**src/rtl/core/hkv_ram.sv**
```systemverilog
// Generic simple dual-port RAM: one write port, one read port with
// registered read data. No dependencies.
module hkv_ram #(
  parameter int unsigned Width = 8,
  parameter int unsigned Depth = 16
) (
  input  logic                                 clk_i,
  input  logic                                 we_i,
  input  logic [(Depth > 1 ? $clog2(Depth) : 1)-1:0] waddr_i,
  input  logic [Width-1:0]                     wdata_i,
  input  logic                                 re_i,
  input  logic [(Depth > 1 ? $clog2(Depth) : 1)-1:0] raddr_i,
  output logic [Width-1:0]                     rdata_o
);

  logic [Width-1:0] mem_q [Depth];
  logic [Width-1:0] rdata_q;

  always_ff @(posedge clk_i) begin
    if (we_i) begin
      mem_q[waddr_i] <= wdata_i;
    end
    if (re_i) begin
      rdata_q <= mem_q[raddr_i];
    end
  end

  assign rdata_o = rdata_q;

endmodule

```
**config.mk**
```make
export PLATFORM = sky130hd
export DESIGN_NAME = hkv_ram
export DESIGN_NICKNAME = d
export VERILOG_FILES = /design/src/rtl/core/hkv_ram.sv
export SDC_FILE = /design/constraint.sdc
export NUM_CORES = 1
export LEC_CHECK = 0
export BUFFER_PORTS_ARGS = -buffer_cell sky130_fd_sc_hd__buf_2
export CORE_MARGIN = 5
export CORE_UTILIZATION = 50
export DETAILED_ROUTE_END_ITERATION = 7
export GPL_TIMING_DRIVEN = 0
export PLACE_DENSITY = 0.71
export SETUP_SLACK_MARGIN = 0.05
export SLEW_MARGIN = 25
export SYNTH_ARGS = -nofsm -noshare
export SYNTH_HDL_FRONTEND = slang
export SYNTH_SLANG_ARGS = --single-unit
```
**constraint.sdc**
```tcl
create_clock -name clk_i -period 2.5 [get_ports clk_i]
set_input_delay 0.375 -clock clk_i [delete_from_list [all_inputs] [get_ports clk_i]]
set_output_delay 0.375 -clock clk_i [all_outputs]
set_load 0.03 [all_outputs]
```
==> results of run 1 <==
[per-layer routing]
| metal | track usage | part of all wire | vias to the layer above |
|---|---|---|---|
| met2 | 0.2459 | 0.48 | 80 |
| met5 | 0 | 0 | - |
| li1 | - | - | 1069 |
| met4 | 0.06811 | 0.014 | 0 |
| met1 | 0.2345 | 0.45 | 1235 |
| met3 | 0.03935 | 0.056 | 9 |
[critical path, stage by stage]
cell    delay (ns)
buf_2         0.11
or3b_2        0.54
nor2_1        0.67
[report_power, final]
group / internal (mW) / total (mW) / leakage (nW) / switching (mW)
clock network: 1.70 / 2.58 / 0.298 / 0.880
logic: 0.0994 / 0.262 / 0.523 / 0.162
registers: 2.57 / 2.58 / 1.24 / 0.0106
total: 4.37 / 5.43 / 2.06 / 1.05
[cells by family (layout without fill, tap and decap cells)]
family	count (synthesis)	count (layout)
simple gates	35	35
flops	136	136
buf+inv	10	67
compound gates	16	16
mux	32	32
[through the flow]
step / hold slack [ns] / instance area, sq um / util
after CTS: 0.1904 / 6165 / 0.5998
after global routing: 0.1909 / 6165 / 0.5998
after global placement: 0.7082 / 5523 / 0.5374
final: 0.1960 / 6165 / 0.5998
after floorplan: 0.4739 / 5228 / -
after detailed placement: 0.7202 / 5543 / 0.5393
[layout make-up]
cell class | count | area, sq um
Sequential cell | 136 | 4084
Buffer | 10 | 86.33
Timing Repair Buffer | 25 | 125.1
Multi-Input combinational cell | 83 | 1077
Fill cell | 736 | 4113
Tap cell | 136 | 170.2
Clock buffer | 17 | 414.1
Clock inverter | 15 | 207.7
[worst paths after layout]
kind / startpoint / slack (ns) / endpoint / cells after the start
min reg2reg: mem_q[11][4] / 0.76 / rdata_o[4] / 3
max reg2reg: mem_q[5][2] / 0.94 / rdata_o[2] / 3
max: waddr_i[2] / 0.93 / mem_q[2][3] / 3
min: re_i / 0.20 / rdata_o[5] / 1
[sequential cells by signal (all words and copies together), names as in the netlist]
register,cells
mem_q,128
rdata_o,8
[cells in the final DEF, fill, tap and decap left out]
| cell | synthesis | routed |
|---|---|---|
| buf_2 | 3 | 28 |
| and2b_1 | 1 | 1 |
| or3b_2 | 1 | 1 |
| bufinv_16 | 0 | 5 |
| nand2_1 | 9 | 9 |
| clkdlybuf4s25_2 | 3 | 3 |
| edfxtp_1 | 136 | 136 |
| nand2b_1 | 2 | 2 |
| nand3b_1 | 2 | 2 |
| clkbuf_16 | 0 | 16 |
| nor2b_1 | 1 | 1 |
| clkbuf_8 | 0 | 1 |
| nor3_2 | 0 | 4 |
| nand3_1 | 1 | 1 |
| clkinvlp_4 | 0 | 2 |
| mux4_1 | 14 | 14 |
| buf_4 | 1 | 1 |
| and2_1 | 1 | 1 |
| a22oi_1 | 16 | 16 |
| clkinv_4 | 0 | 2 |
| buf_6 | 3 | 3 |
| nor2_1 | 13 | 13 |
| clkinv_1 | 0 | 4 |
| mux4_2 | 18 | 18 |
| clkinv_2 | 0 | 2 |
==> results.md, run 1 <==
* Outcome: completed
* Fraction of the mapped netlist area in adder cells at 0
* Hold_buf cts at 0
* DR WL/cell at 22.94 um
* Syn Std Cell Area at 5228 sq um
* CTS sink cnt at 136
* Core Area at 10280 sq um
* Final setup viols at 0
* Routed vias/inst at 5.671
* Yosys Warn Count at 0
* First-pass GRT wire length at 14.77 mm
* Max-cap violation count at 0
* Placed cells at 390
* Hold Path Class: in2reg
* Grt ovf at 0
* Clock Latency Late Sink at 0.51 ns
* DR pass1 iterations at 4
* DP HPWL at 6.086 mm
* Cells after Synth at 229
* Die Width at 112.3 um
* I/O Pins at 27
* Die area at 12600 sq um
* Sequential share of the synthesized area at 0.7812
* PwrDens at 880.1 nW/um^2
* Post-CTS Setup Bufs at 0
* Starting DRC count in detailed routing at 134
* Routed wire length at 9.681 mm
* Starting density of the core at 0.5086
* RSZ-0062 raised after global routing: false
* Startpoint types: primary input
* Max_slew headroom at 0.4329
* Final Max Tran Viols at 0
* Most common cell in the netlist: edfxtp_1
* Mapped Nets at 248
* Largest net degree at the start of global routing at 17
* H-tree levels at 4
* Crit path max fanout at 8
* Worst Slack Setup Final at 0.9277 ns
* Post-synth top flop: edfxtp_1
* CP endpoint kind: register
* VDD IR max at 473.2 uV
* Worst-path clk slew at 0.06 ns
* Root Buffer Master: clkbuf_8
* Vias in the first global route at 2446
* Antenna fix cells at 0
* Initial antenna violation count at 0
* Layout Cells excl Fill at 422
* Place WS at 0.4381 ns
* Xor/xnor share of the synthesized area at 0
* Total CTS buffers at 17
* Distinct cells, synth at 18
* Total number of vias at 2393
* Nets at 292
* Worst setup path class: in2reg
* Maximum clock rate at 0.6360 GHz
* Dominant cell type by area after synthesis: edfxtp_1
* Row Count at 37
* Clock period minus worst slack at 1.572 ns
* Clk_skew at 0.004514 ns
* Main combinational cell family by area after synthesis: multiplexers
* Worst Path Required at 2.63 ns
* EDFF count, synth at 136
* Design Power at 5.425 mW
* Post-CTS resize count at 0
* Synth top cells by count: 136 x edfxtp_1, 18 x mux4_2, 16 x a22oi_1
* Hold Vio Cnt, Final at 0
* Post-Synth Simple-Gate Area at 0.03135
* Synth Register Bits at 136
* Final routed DRC violation total at 0
* Area share of the leading cell type in the synthesized netlist at 0.7812
* Setup TNS at 0 ns
* Fraction of registers with async set/reset at 0
* Share of layout cells above drive strength 1 at 0.3007
* Post-synthesis compound-gate area fraction at 0.02298
* Detail Route Antenna Nets at 0
* Die H at 112.3 um
* Area Growth Syn to Fin at 17.93%
* Top cells by area, synth: edfxtp_1 78%, mux4_2 7.8%, mux4_1 7.0%
* Least-Margin Pin Slew at 0.8476 ns
* Clock buffer depth at 2
* CTS tree: yes
* Post-synthesis mux area share at 0.1479
* Fin crit share at 0.6289
* LEAKAGE at 2.056 nW
* GRT Total Usage at 0.1642
* Syn_area_per_cell at 22.83 sq um
* RD Place Congestion at 0.7467
* Port bufs at 25
* Worst EP arrival at 1.70 ns
Note: power is estimated with default switching activity, not from simulation.
==> run 2, diff against run 1 <==
--- a/config.mk
+++ b/config.mk
@@ -10,7 +10,7 @@
 export CORE_UTILIZATION = 50
 export DETAILED_ROUTE_END_ITERATION = 7
 export GPL_TIMING_DRIVEN = 0
-export PLACE_DENSITY = 0.71
+export PLACE_DENSITY = 0.74
 export SETUP_SLACK_MARGIN = 0.05
 export SLEW_MARGIN = 25
 export SYNTH_ARGS = -nofsm -noshare
==> constraint.sdc (replaced) <==
create_clock -name clk_i -period 1.35 [get_ports clk_i]
set_input_delay 0.2025 -clock clk_i [delete_from_list [all_inputs] [get_ports clk_i]]
set_output_delay 0.2025 -clock clk_i [all_outputs]
set_load 0.03 [all_outputs]
==> run 2 against run 1 <==
Sequential power up 85%. Die area unchanged. First-iteration DRC count up 28%. Largest power group unchanged. Register-to-register slack worse by 1.1 ns. The flow now finishes with violations (setup timing). Flip-flop and latch count unchanged. Global-route usage about the same. Critical path depth unchanged. Wire length down 1.3%. Clock skew up 0.0087 ns. Non-clock buffer count unchanged.
==> results.md, run 2 (synthesis results as in run 1) <==
* Layout Cells excl Fill at 422 (unchanged)
* Share of layout cells above drive strength 1 at 0.3881 (+0.08741)
* CTS tree: yes
* Post-Route Utilization at 0.5996 (about the same)
* Root Buffer Master: clkbuf_8
* Clock Latency Late Sink at 0.51 ns (about the same)
* Starting density of the core at 0.5086 (unchanged)
* Worst r2r dst: rdata_o[0]
* Worst setup path class: reg2reg
* Most frequent cells in the layout: 136 x edfxtp_1, 32 x mux4_2, 27 x buf_2
* Peak per-stage delay on the critical path at 0.49 ns (-0.18 ns)
* CP endpoint kind: register
* DR pass1 iterations at 4 (unchanged)
* Min-Delay Path Depth at 1 (unchanged)
* Top reg by flops: mem_q
* Post-CTS Setup Bufs at 0 (unchanged)
* Final instance area at 6162 sq um (about the same)
* GRT Total Usage at 0.1640 (-0.0001957)
* Reg2Reg Setup Slack at -0.12 ns (-1.06 ns)
* Core Area at 10280 sq um (unchanged)
* RSZ-0062 raised after global routing: true
* Area Growth Syn to Fin at 17.88% (about the same)
* H-tree levels at 4 (unchanged)
* Initial antenna violation count at 0 (unchanged)
* Grt ovf at 0 (unchanged)
* Worst Path Required at 1.59 ns (-1.04 ns)
* DP HPWL at 5.959 mm (-2.1%)
* Placed cells at 390 (unchanged)
* Final routed DRC violation total at 0 (unchanged)
* Startpoint types: register
* LEAKAGE at 1.999 nW (-2.8%)
* Worst Slack Setup Final at -0.1193 ns (-1.047 ns)
* Maximum clock rate at 0.6806 GHz
* DR WL/cell at 22.65 um (-1.3%)
* First-pass GRT wire length at 14.94 mm (+1.2%)
* PwrDens at 1579 nW/um^2 (+79%)
* Antenna fix cells at 0 (unchanged)
* Reg2Reg Depth at 3 (unchanged)
* Failing checks: setup timing
* Total number of vias at 2378 (-0.63%)
* Clock buffer depth at 2 (unchanged)
* Hold Path Sink: rdata_o[1]
* Port bufs at 25 (unchanged)
* Worst EP arrival at 1.71 ns (about the same)
* Fin crit share at 1.088
* Max stage delay cell, worst path: mux4_2
* I/O Pins at 27 (unchanged)
* Die area at 12600 sq um (unchanged)
* Largest net degree at the start of global routing at 17 (unchanged)
* Max FFs per register at 128 (unchanged)
* Clock period minus worst slack at 1.469 ns
* Nets at 292 (unchanged)
* CP Cell Sequence: mux4_2 -> a22oi_2 -> nand2_1
* Least-Margin Pin Slew at 0.7785 ns (-0.06908 ns)
* RD Place Congestion at 0.7409 (-0.78%)
* Vias in the first global route at 2579 (+5.4%)
* Max-cap violation count at 0 (unchanged)
* Crit path max fanout at 1 (-7)
* Die Width at 112.3 um (unchanged)
* Hold path startpoint: re_i
* Design Power at 9.728 mW (+79%)
* Min Hold Slack at 0.02508 ns (-0.1709 ns)
* Hold Vio Cnt, Final at 0 (unchanged)
* Max_slew headroom at 0.4791 (+0.04622)
* R2R Path Start: mem_q[3][0]
* CTS sink cnt at 136 (unchanged)
* Routed vias/inst at 5.635 (-0.63%)
* Clk_skew at 0.01320 ns (+0.008682 ns)
* Row Count at 37 (unchanged)
* Hold Path Class: in2reg
* Outcome: finished with violations
* Final Max Tran Viols at 0 (unchanged)
* Placed Instance Area at 5544 sq um (about the same)
* Commonest non-fill, non-tap cell in the layout: edfxtp_1
* Worst-path clk slew at 0.06 ns (about the same)
* VDD IR max at 704.7 uV (+49%)
* Die H at 112.3 um (unchanged)
* Detail Route Antenna Nets at 0 (unchanged)
* Final setup viols at 8 (+8)
* Routed wire length at 9.559 mm (-1.3%)
* Starting DRC count in detailed routing at 171 (+28%)
* Total CTS buffers at 17 (unchanged)
-- run 2: cell types whose count changed in the layout (fill, tap and decap cells not counted), moves of 8 or more --
cell     change
a22oi_2      +8
mux4_1      -14
a22oi_1      -8
mux4_2      +14
-- run 2: cell type report --
type                    count  area [sq um]
fillers                   747          4115
repair buffers             25         131.4
multi-input cells          83          1081
clock inverters            14         157.7
plain buffers              10         120.1
well taps                 136         170.2
clock buffers              18         417.9
flip-flops and latches    136          4084
-- run 2: critical path: cells and delay by family (launching register included) --
family | cells | cell delay, ns
simple gates | 1 | 0.11
compound gates | 1 | 0.24
flops | 1 | 0.36
mux | 1 | 0.49
-- run 2: metrics by stage --
step / setup slack, ns / TNS, ns
after floorplan: -0.05290 / -0.4119
after global placement: -0.3238 / -29.68
after detailed placement: -0.3321 / -33.59
after CTS: -0.1135 / -0.5948
after global routing: -0.1195 / -0.7262
final: -0.1193 / -0.4869
-- run 2: timing repair --
item,CTS,global route
endpoints found under the setup margin,8,9
gates resized for setup,6,6
pin swaps,2,1
hold buffers,0,0
-- run 2: worst max path at each step --
stage	startpoint	endpoint	slack, ns
3_3_place_gp	raddr_i[1]	rdata_o[3]	-0.32
3_5_place_dp	waddr_i[2]	mem_q[11][1]	-0.33
4_1_cts	mem_q[3][0]	rdata_o[0]	-0.11
5_1_grt	mem_q[3][3]	rdata_o[3]	-0.12
2_1_floorplan	raddr_i[0]	rdata_o[1]	-0.05
6_report	mem_q[3][0]	rdata_o[0]	-0.12
-- run 2: power by group --
part	internal, mW	switching [mW]
Clock	2.79	1.64
Sequential	4.76	0.0213
Combinational	0.212	0.313
-- run 2: per-layer routing --
metal  global-route usage  vias up  part of all wire
met1               0.2268     1216              0.43
met5                    0        -                 0
met2               0.2487       89              0.49
li1                     -     1060                 -
met4              0.07372        0             0.018
met3              0.04205       13             0.065
